===== src/hw/rtl/bls_pkg.sv =====
// bls_pkg: shared types and codes for the bounded list store
// holds action and status codes, default sizes, and the controller/datapath structs
// no dependencies
package bls_pkg;

  localparam int DEPTH_DEF     = 16;
  localparam int WORD_BITS_DEF = 32;

  localparam int ACTION_W   = 3;
  localparam int STATUS_W   = 2;
  localparam int VALUE_W    = 32;
  localparam int POSITION_W = 8;
  localparam int FOUND_W    = 4;
  localparam int COUNT_W    = 5;

  // actions
  localparam logic [ACTION_W-1:0] ACT_PUSH_FRONT = 3'd0;
  localparam logic [ACTION_W-1:0] ACT_POP_FRONT  = 3'd1;
  localparam logic [ACTION_W-1:0] ACT_POP_BACK   = 3'd2;
  localparam logic [ACTION_W-1:0] ACT_READ       = 3'd3;
  localparam logic [ACTION_W-1:0] ACT_SEARCH     = 3'd4;
  localparam logic [ACTION_W-1:0] ACT_CLEAR      = 3'd5;

  // result status
  localparam logic [STATUS_W-1:0] ST_DONE = 2'd0;
  localparam logic [STATUS_W-1:0] ST_NONE = 2'd1;
  localparam logic [STATUS_W-1:0] ST_FULL = 2'd2;

  // read offset source
  localparam logic [1:0] RD_FRONT = 2'd0;
  localparam logic [1:0] RD_BACK  = 2'd1;
  localparam logic [1:0] RD_POS   = 2'd2;
  localparam logic [1:0] RD_NEXT  = 2'd3;

  // result data source
  localparam logic [1:0] RES_PLAIN = 2'd0;
  localparam logic [1:0] RES_MEM   = 2'd1;
  localparam logic [1:0] RES_FOUND = 2'd2;

  typedef struct packed {
    logic                load;
    logic                push;
    logic                pop_front;
    logic                pop_back;
    logic                clear;
    logic                rd;
    logic [1:0]          rd_src;
    logic                res;
    logic [1:0]          res_kind;
    logic [STATUS_W-1:0] res_status;
  } bls_cmd_t;

  typedef struct packed {
    logic [ACTION_W-1:0] action;
    logic                full;
    logic                empty;
    logic                pos_ok;
    logic                match;
    logic                more;
  } bls_stat_t;

endpackage


===== src/hw/rtl/bls_ctrl.sv =====
// bls_ctrl: sequencer for the bounded list store
// decodes the latched action and steps the datapath; uses bls_pkg
module bls_ctrl (
  input  logic              clk,
  input  logic              rst,
  input  logic              start,
  output logic              busy,
  input  bls_pkg::bls_stat_t st,
  output bls_pkg::bls_cmd_t  cmd
);

  localparam logic [1:0] S_IDLE = 2'd0;
  localparam logic [1:0] S_EXEC = 2'd1;
  localparam logic [1:0] S_WAIT = 2'd2;
  localparam logic [1:0] S_SCAN = 2'd3;

  logic [1:0] state;
  logic [1:0] state_next;

  always_ff @(posedge clk) begin
    if (rst) begin
      state <= S_IDLE;
    end else begin
      state <= state_next;
    end
  end

  assign busy = (state != S_IDLE);

  always_comb begin
    state_next     = state;
    cmd            = '0;
    cmd.rd_src     = bls_pkg::RD_FRONT;
    cmd.res_kind   = bls_pkg::RES_PLAIN;
    cmd.res_status = bls_pkg::ST_NONE;
    unique case (state)
      S_IDLE: begin
        if (start) begin
          cmd.load   = 1'b1;
          state_next = S_EXEC;
        end
      end
      S_EXEC: begin
        state_next = S_IDLE;
        unique case (st.action) inside
          bls_pkg::ACT_PUSH_FRONT: begin
            cmd.res = 1'b1;
            if (st.full) begin
              cmd.res_status = bls_pkg::ST_FULL;
            end else begin
              cmd.push       = 1'b1;
              cmd.res_status = bls_pkg::ST_DONE;
            end
          end
          bls_pkg::ACT_POP_FRONT, bls_pkg::ACT_POP_BACK: begin
            if (st.empty) begin
              cmd.res = 1'b1;
            end else begin
              cmd.rd     = 1'b1;
              cmd.rd_src = (st.action == bls_pkg::ACT_POP_FRONT) ?
                           bls_pkg::RD_FRONT : bls_pkg::RD_BACK;
              state_next = S_WAIT;
            end
          end
          bls_pkg::ACT_READ: begin
            if (!st.pos_ok) begin
              cmd.res = 1'b1;
            end else begin
              cmd.rd     = 1'b1;
              cmd.rd_src = bls_pkg::RD_POS;
              state_next = S_WAIT;
            end
          end
          bls_pkg::ACT_SEARCH: begin
            if (st.empty) begin
              cmd.res = 1'b1;
            end else begin
              cmd.rd     = 1'b1;
              cmd.rd_src = bls_pkg::RD_FRONT;
              state_next = S_SCAN;
            end
          end
          bls_pkg::ACT_CLEAR: begin
            cmd.clear      = 1'b1;
            cmd.res        = 1'b1;
            cmd.res_status = bls_pkg::ST_DONE;
          end
          default: begin
            cmd.res = 1'b1;
          end
        endcase
      end
      S_WAIT: begin
        // memory word is ready; pops retire the entry now
        cmd.res        = 1'b1;
        cmd.res_kind   = bls_pkg::RES_MEM;
        cmd.res_status = bls_pkg::ST_DONE;
        cmd.pop_front  = (st.action == bls_pkg::ACT_POP_FRONT);
        cmd.pop_back   = (st.action == bls_pkg::ACT_POP_BACK);
        state_next     = S_IDLE;
      end
      S_SCAN: begin
        if (st.match) begin
          cmd.res        = 1'b1;
          cmd.res_kind   = bls_pkg::RES_FOUND;
          cmd.res_status = bls_pkg::ST_DONE;
          state_next     = S_IDLE;
        end else if (st.more) begin
          cmd.rd     = 1'b1;
          cmd.rd_src = bls_pkg::RD_NEXT;
        end else begin
          cmd.res    = 1'b1;
          state_next = S_IDLE;
        end
      end
      default: begin
        state_next = S_IDLE;
      end
    endcase
  end

endmodule


===== src/hw/rtl/bls_dp.sv =====
// bls_dp: storage and result path for the bounded list store
// holds the entry memory, head slot, fill count, request and result registers; uses bls_pkg
module bls_dp #(
  parameter int DEPTH     = bls_pkg::DEPTH_DEF,
  parameter int WORD_BITS = bls_pkg::WORD_BITS_DEF
) (
  input  logic                                   clk,
  input  logic                                   rst,
  input  bls_pkg::bls_cmd_t                      cmd,
  output bls_pkg::bls_stat_t                     st,
  input  logic [bls_pkg::ACTION_W-1:0]           action,
  input  logic signed [bls_pkg::VALUE_W-1:0]     value,
  input  logic [bls_pkg::POSITION_W-1:0]         position,
  output logic                                   done,
  output logic [bls_pkg::STATUS_W-1:0]           status,
  output logic signed [bls_pkg::VALUE_W-1:0]     data,
  output logic [bls_pkg::FOUND_W-1:0]            found_at,
  output logic [bls_pkg::COUNT_W-1:0]            count,
  output logic                                   is_empty
);

  localparam int AW = $clog2(DEPTH);
  localparam int FW = $clog2(DEPTH + 1);
  localparam int CW = (FW > bls_pkg::POSITION_W) ? FW + 1 : bls_pkg::POSITION_W + 1;
  localparam logic [AW:0]   DEPTH_S = (AW + 1)'(DEPTH);
  localparam logic [AW-1:0] LAST    = AW'(DEPTH - 1);
  localparam logic [FW-1:0] FULL_N  = FW'(DEPTH);

  logic [WORD_BITS-1:0] mem [DEPTH];
  logic [WORD_BITS-1:0] mem_q;

  logic [AW-1:0] head;
  logic [FW-1:0] fill;
  logic [FW-1:0] fill_next;
  logic [AW-1:0] idx;

  logic [bls_pkg::ACTION_W-1:0]   req_action;
  logic [WORD_BITS-1:0]           req_word;
  logic [bls_pkg::POSITION_W-1:0] req_pos;

  logic [AW-1:0] rd_off;
  logic [AW:0]   slot_sum;
  logic [AW-1:0] rd_slot;
  logic [AW-1:0] push_slot;
  logic [63:0]   q_wide;

  // request latch
  always_ff @(posedge clk) begin
    if (cmd.load) begin
      req_action <= action;
      req_word   <= WORD_BITS'({32'b0, value});
      req_pos    <= position;
    end
  end

  // ring offset to slot, one compare and subtract
  always_comb begin
    unique case (cmd.rd_src)
      bls_pkg::RD_FRONT: rd_off = '0;
      bls_pkg::RD_BACK:  rd_off = AW'(fill - FW'(1));
      bls_pkg::RD_POS:   rd_off = AW'(req_pos);
      bls_pkg::RD_NEXT:  rd_off = idx + AW'(1);
      default:           rd_off = '0;
    endcase
    slot_sum = (AW + 1)'(head) + (AW + 1)'(rd_off);
    if (slot_sum >= DEPTH_S) begin
      slot_sum = slot_sum - DEPTH_S;
    end
    rd_slot   = slot_sum[AW-1:0];
    push_slot = (head == '0) ? LAST : head - AW'(1);
  end

  always_ff @(posedge clk) begin
    if (cmd.push) begin
      mem[push_slot] <= req_word;
    end
    if (cmd.rd) begin
      mem_q <= mem[rd_slot];
    end
  end

  // scan position, tracks the entry whose word sits in mem_q
  always_ff @(posedge clk) begin
    if (cmd.rd) begin
      idx <= rd_off;
    end
  end

  always_comb begin
    fill_next = fill;
    if (cmd.push) begin
      fill_next = fill + FW'(1);
    end else if (cmd.pop_front || cmd.pop_back) begin
      fill_next = fill - FW'(1);
    end else if (cmd.clear) begin
      fill_next = '0;
    end
  end

  always_ff @(posedge clk) begin
    if (rst) begin
      head <= '0;
      fill <= '0;
    end else begin
      fill <= fill_next;
      if (cmd.push) begin
        head <= push_slot;
      end else if (cmd.pop_front) begin
        head <= (head == LAST) ? '0 : head + AW'(1);
      end else if (cmd.clear) begin
        head <= '0;
      end
    end
  end

  always_comb begin
    st.action = req_action;
    st.full   = (fill == FULL_N);
    st.empty  = (fill == '0);
    st.pos_ok = (CW'(req_pos) < CW'(fill));
    st.match  = (mem_q == req_word);
    st.more   = ((FW + 1)'(idx) + (FW + 1)'(1)) < (FW + 1)'(fill);
  end

  assign q_wide = 64'(mem_q);

  // result register, strobed for one cycle
  always_ff @(posedge clk) begin
    if (rst) begin
      done <= 1'b0;
    end else begin
      done <= cmd.res;
    end
    if (cmd.res) begin
      status   <= cmd.res_status;
      data     <= (cmd.res_kind == bls_pkg::RES_PLAIN) ? '0 : q_wide[31:0];
      found_at <= (cmd.res_kind == bls_pkg::RES_FOUND) ? bls_pkg::FOUND_W'(idx) : '0;
      count    <= bls_pkg::COUNT_W'(fill_next);
      is_empty <= (fill_next == '0);
    end
  end

`ifndef SYNTHESIS
  a_fill_bound: assert property (@(posedge clk) disable iff (rst)
    fill <= FULL_N) else $error("fill above depth");
  a_head_bound: assert property (@(posedge clk) disable iff (rst)
    (AW + 1)'(head) < DEPTH_S) else $error("head slot out of range");
  a_push_room: assert property (@(posedge clk) disable iff (rst)
    cmd.push |-> (fill != FULL_N)) else $error("push into full list");
  a_pop_nonempty: assert property (@(posedge clk) disable iff (rst)
    (cmd.pop_front || cmd.pop_back) |-> (fill != '0)) else $error("pop from empty list");
  a_one_port: assert property (@(posedge clk) disable iff (rst)
    !(cmd.push && cmd.rd)) else $error("memory write and read together");
  a_push_count: assert property (@(posedge clk) disable iff (rst)
    cmd.push |=> (fill == $past(fill) + FW'(1))) else $error("push did not grow list");
`endif

endmodule


===== src/hw/rtl/bounded_list_store.sv =====
// bounded_list_store: bounded ordered list of words in a ring with head slot and count
// top level; joins bls_ctrl and bls_dp, uses bls_pkg
//
//   channel   handshake           payload
//   request   start, busy         action, value, position
//   result    done (strobe)       status, data, found_at, count, is_empty
//
// a request is taken at an edge with start high and busy low
// push, clear, failed actions: result from exec; pops and reads: from the wait state
// search: one memory read per entry, front first, until the first match
// the entry memory has one port with a registered read; pops and reads wait for it
// rst (synchronous) empties the list; done is high one cycle and is never held off
module bounded_list_store #(
  parameter int DEPTH     = bls_pkg::DEPTH_DEF,
  parameter int WORD_BITS = bls_pkg::WORD_BITS_DEF
) (
  input  logic                               clk,
  input  logic                               rst,
  input  logic                               start,
  output logic                               busy,
  input  logic [bls_pkg::ACTION_W-1:0]       action,
  input  logic signed [bls_pkg::VALUE_W-1:0] value,
  input  logic [bls_pkg::POSITION_W-1:0]     position,
  output logic                               done,
  output logic [bls_pkg::STATUS_W-1:0]       status,
  output logic signed [bls_pkg::VALUE_W-1:0] data,
  output logic [bls_pkg::FOUND_W-1:0]        found_at,
  output logic [bls_pkg::COUNT_W-1:0]        count,
  output logic                               is_empty
);

  bls_pkg::bls_cmd_t  cmd;
  bls_pkg::bls_stat_t st;

  bls_ctrl u_ctrl (
    .clk   (clk),
    .rst   (rst),
    .start (start),
    .busy  (busy),
    .st    (st),
    .cmd   (cmd)
  );

  bls_dp #(
    .DEPTH     (DEPTH),
    .WORD_BITS (WORD_BITS)
  ) u_dp (
    .clk      (clk),
    .rst      (rst),
    .cmd      (cmd),
    .st       (st),
    .action   (action),
    .value    (value),
    .position (position),
    .done     (done),
    .status   (status),
    .data     (data),
    .found_at (found_at),
    .count    (count),
    .is_empty (is_empty)
  );

endmodule


===== config.mk =====
export PLATFORM = sky130hd
export DESIGN_NAME = bounded_list_store
export DESIGN_NICKNAME = d
export VERILOG_FILES = /design/src/hw/rtl/bls_pkg.sv /design/src/hw/rtl/bls_ctrl.sv /design/src/hw/rtl/bls_dp.sv /design/src/hw/rtl/bounded_list_store.sv
export SDC_FILE = /design/constraint.sdc
export NUM_CORES = 1
export LEC_CHECK = 0
export CORE_ASPECT_RATIO = 0.75
export CORE_MARGIN = 3
export CORE_UTILIZATION = 63
export CTS_CLUSTER_DIAMETER = 30
export CTS_CLUSTER_SIZE = 16
export DETAILED_ROUTE_END_ITERATION = 8
export DONT_BUFFER_PORTS = 1
export PLACE_DENSITY = 0.83
export SYNTH_ARGS = -nofsm -noshare
export SYNTH_HDL_FRONTEND = slang
export SYNTH_SLANG_ARGS = --single-unit

===== constraint.sdc =====
create_clock -name clk -period 5.94 [get_ports clk]
set_input_delay 0.594 -clock clk [delete_from_list [all_inputs] [get_ports clk]]
set_output_delay 0.594 -clock clk [all_outputs]
set_load 0.005 [all_outputs]

==> flow_summary_export.csv <==
group,metric,value,unit
routing,drc_errors,0,
clock_tree,cts.sinks,647,
timing,drv_slew,0,
floorplanning,start_util,64.8,%
logic_synthesis,ys_ff_latch,647,
logic_synthesis,synth_top_area_share,75.7,%
timing,fin_skew,31.8,ps
power_and_ir_drop,switching_share,22.0,%
routing,routed_wirelength,59.7,mm
clock_tree,numCtsBuffers,92,
worst_setup_path,cp.required,6300,ps
floorplanning,design.die.area,42400,µm²
power_and_ir_drop,power_per_cell_area,385,nW/µm²
timing,worst_slew_pin_slew,1150,ps
logic_synthesis,synth_edf_count,635,
floorplanning,dieHeight,179,µm
logic_synthesis,yosysWarnings,0,
job,max-cap-violations,0,
power_and_ir_drop,power_switching,2.48,mW
grt,grt_first_pass_wirelength,86.8,mm
floorplanning,ios,92,
logic_synthesis,syn_inst,1190,
power_and_ir_drop,combPwrFrac,3.7,%
power_and_ir_drop,ir_drop,422,µV
routing,vias,12600,
logic_synthesis,synth_ff_type,"edfxtp_1",
clock_tree,root_buffer,"clkbuf_16",
timing,timing.fmax,187,MHz
routing,first_iter_violations,1941,
timing,layout_min_cycle_time,5350,ps
clock_tree,cts.htree.levels,3,
logic_synthesis,avgSynthCellArea,21.2,µm²
power_and_ir_drop,pwr-share-clk,50.7,%
place,io_buffers,0,
clock_tree,cts.hold.buffers_added,0,
routing,drtAntennaViolNets,0,
logic_synthesis,synth_seq_area_share,76.7,%
routing,firstDrtPassIters,5,
logic_synthesis,yosys-top-cells-area,"edfxtp_1 (76%), mux4_2 (11%), mux2i_1 (3.9%)",
timing,setup_viol_count_final,0,
clock_tree,cts_max_path_buffers,3,
place,place_inst,1686,
grt,grt_pass1_vias,12900,
place,dp_hpwl,29.7,mm
timing,fin_crit_sh,90.1,%
final_layout,fin_cells,1858,
clock_tree,worstSkewPairLatency,640,ps
final_layout,fin_util,75.5,%
grt,grt_overflow,0,
grt,busiest_layer,"met2",
worst_setup_path,crit_path_end_kind,"flip-flop",
grt,antenna_found_initial,2,
power_and_ir_drop,seqPwrFrac,45.6,%
clock_tree,cts_resized,0,
timing,finalHoldViolCount,0,
min_path,hold_path.class,"in2reg",
outcome,status,"finished clean",
routing,avgViaCountPerCell,6.79,
logic_synthesis,yosys.area.top_type,"edfxtp_1",
worst_setup_path,crit_type,"reg2reg",
final_layout,drive_gt1_share,25.9,%
grt,grtUsageMet3,5.97,%
final_layout,layout.nets,1335,
floorplanning,die_w,237,µm
worst_setup_path,worst_ep_arrival_time,5710,ps
clock_tree,tritoncts,"built",
clock_tree,cts_setup_buffers,0,
timing,rsz0062_at_grt,"false",
timing,tns,0,ps
logic_synthesis,ys_types,47,
worst_setup_path,cp-start-kind,"flip-flop",
power_and_ir_drop,leakagePower,9.46,nW
floorplanning,rows,62,
grt,groute.usage.overall,29.0,%
worst_setup_path,path_max_fanout,49,
final_layout,syn_to_final_growth,16.6,%
logic_synthesis,synth-async-reset-ratio,0,%
clock_tree,path_clk_slew,60,ps
worst_setup_path,rrSetupSlack,590,ps
place,place.gp.congestion,0.842,
grt,grt_max_degree,65,
floorplanning,core_area,38900,µm²
timing,slew_headroom,22.6,%
logic_synthesis,syn-cell-area,25200,µm²
logic_synthesis,syn-num-nets,1257,
grt,grt_use_met1,40.0,%
routing,wire_per_inst,32.1,µm
power_and_ir_drop,internal-power,8.81,mW
grt,grtUsageMet2,46.8,%
critical path: stages (launching register included):
cell and delay, ps:
edfxtp_1 620, xnor2_1 500, nand4_1 340, nor4_2 580
a211oi_2 280, a221o_1 480, ha_4 190, fa_4 1020
buf_12 350, mux4_2 370, mux2i_1 200, mux2i_1 120
state kept, by name, summed over array words and instances (netlist names), 5 cells and up:
name / count
u_dp.mem: 512
u_dp.data: 32
u_dp.mem_q: 32
u_dp.req_word: 32
u_dp.req_pos: 8
u_dp.count: 5
u_dp.fill: 5
Yosys cell counts, types with 3 or more instances:
library cell	n
nand3_1	8
nor3_1	9
dfxtp_1	12
nand4_1	9
buf_1	11
and2_1	34
o21a_1	3
edfxtp_1	635
nor2_1	30
and3_1	7
nor2b_1	14
inv_1	14
nand2_1	21
a21o_1	3
mux4_2	128
a31oi_1	3
mux2i_1	97
buf_6	3
nor3b_1	4
clkbuf_1	32
xnor2_1	39
ha_1	20
o21ai_0	10
a21oi_1	14
stage by stage:
stage               setup WS [ps]  hold WS (ps)  power, mW  cell area [µm²]
CTS                           696          5.00       11.3            29300
detailed placement            822           566       5.64            26100
global route                  481          6.03       11.6            29300
finish                        588          27.2       11.3            29300
floorplan                    1630           543       5.50            25200
global placement              922           559       5.62            26100
cells by family (layout without fill, tap and decap cells):
| group | count (synthesis) | after routing | synth area share (%) |
|---|---|---|---|
| multiplexers | 226 | 226 | 15.4 |
| XOR/XNOR | 42 | 42 | 1.54 |
| other | 0 | 1 | 0 |
| adder cells (fa/ha/maj) | 21 | 21 | 1.07 |
| AND/OR/NAND/NOR | 146 | 146 | 3.15 |
| flip-flops | 647 | 647 | 76.7 |
| buffers and inverters | 63 | 218 | 1.03 |
| AO/OA/AOI/OAI | 45 | 45 | 1.16 |
path summary, 6_finish.rpt:
kind | startpoint | endpoint | cells after the start
setup / recovery | u_dp.req_word[26] | u_dp.mem_q[7] | 11
hold / removal | rst | u_dp.head[2] | 1
setup reg to reg | u_dp.req_word[26] | u_dp.mem_q[7] | 11
hold reg to reg | u_dp.mem_q[27] | u_dp.data[27] | 1
power by group through the flow:
stage                     Clock, mW  Sequential [mW]  Combinational, mW
after floorplan                   0             5.21              0.297
after global placement            0             5.23              0.391
after detailed placement          0             5.24              0.403
after CTS                      5.78             5.14              0.418
after global routing           5.97             5.15              0.443
final                          5.73             5.15              0.418
layout make-up:
class / count / area, µm²
fillers: 1944 / 9520
multi-input cells: 480 / 5750
diodes: 1 / 2.50
inverters: 16 / 60.1
clock buffers: 101 / 2360
repair buffers: 31 / 320
flip-flops and latches: 647 / 19300
well taps: 512 / 641
clock inverters: 70 / 910
metal layers:
layer	routed length (µm)	part of all wire, %
met1	22500	38
met2	29600	50
met3	5530	9.3
met4	2090	3.5
met5	0	0
cells in the final DEF, fill, tap and decap left out, types with 9 or more instances in the layout:
cell and n:
buf_4 24, nand4_1 9, clkbuf_16 93, xnor2_1 39, dfxtp_1 12, edfxtp_1 635, ha_1 19, nor2b_1 11
bufinv_16 14, nor2_1 23, and2_1 34, o21ai_0 10, clkinvlp_4 9, mux2i_1 97, inv_1 14, a21oi_1 14
mux4_2 128, inv_6 21, nand2_1 21
Power figures use the tool's default switching activity.
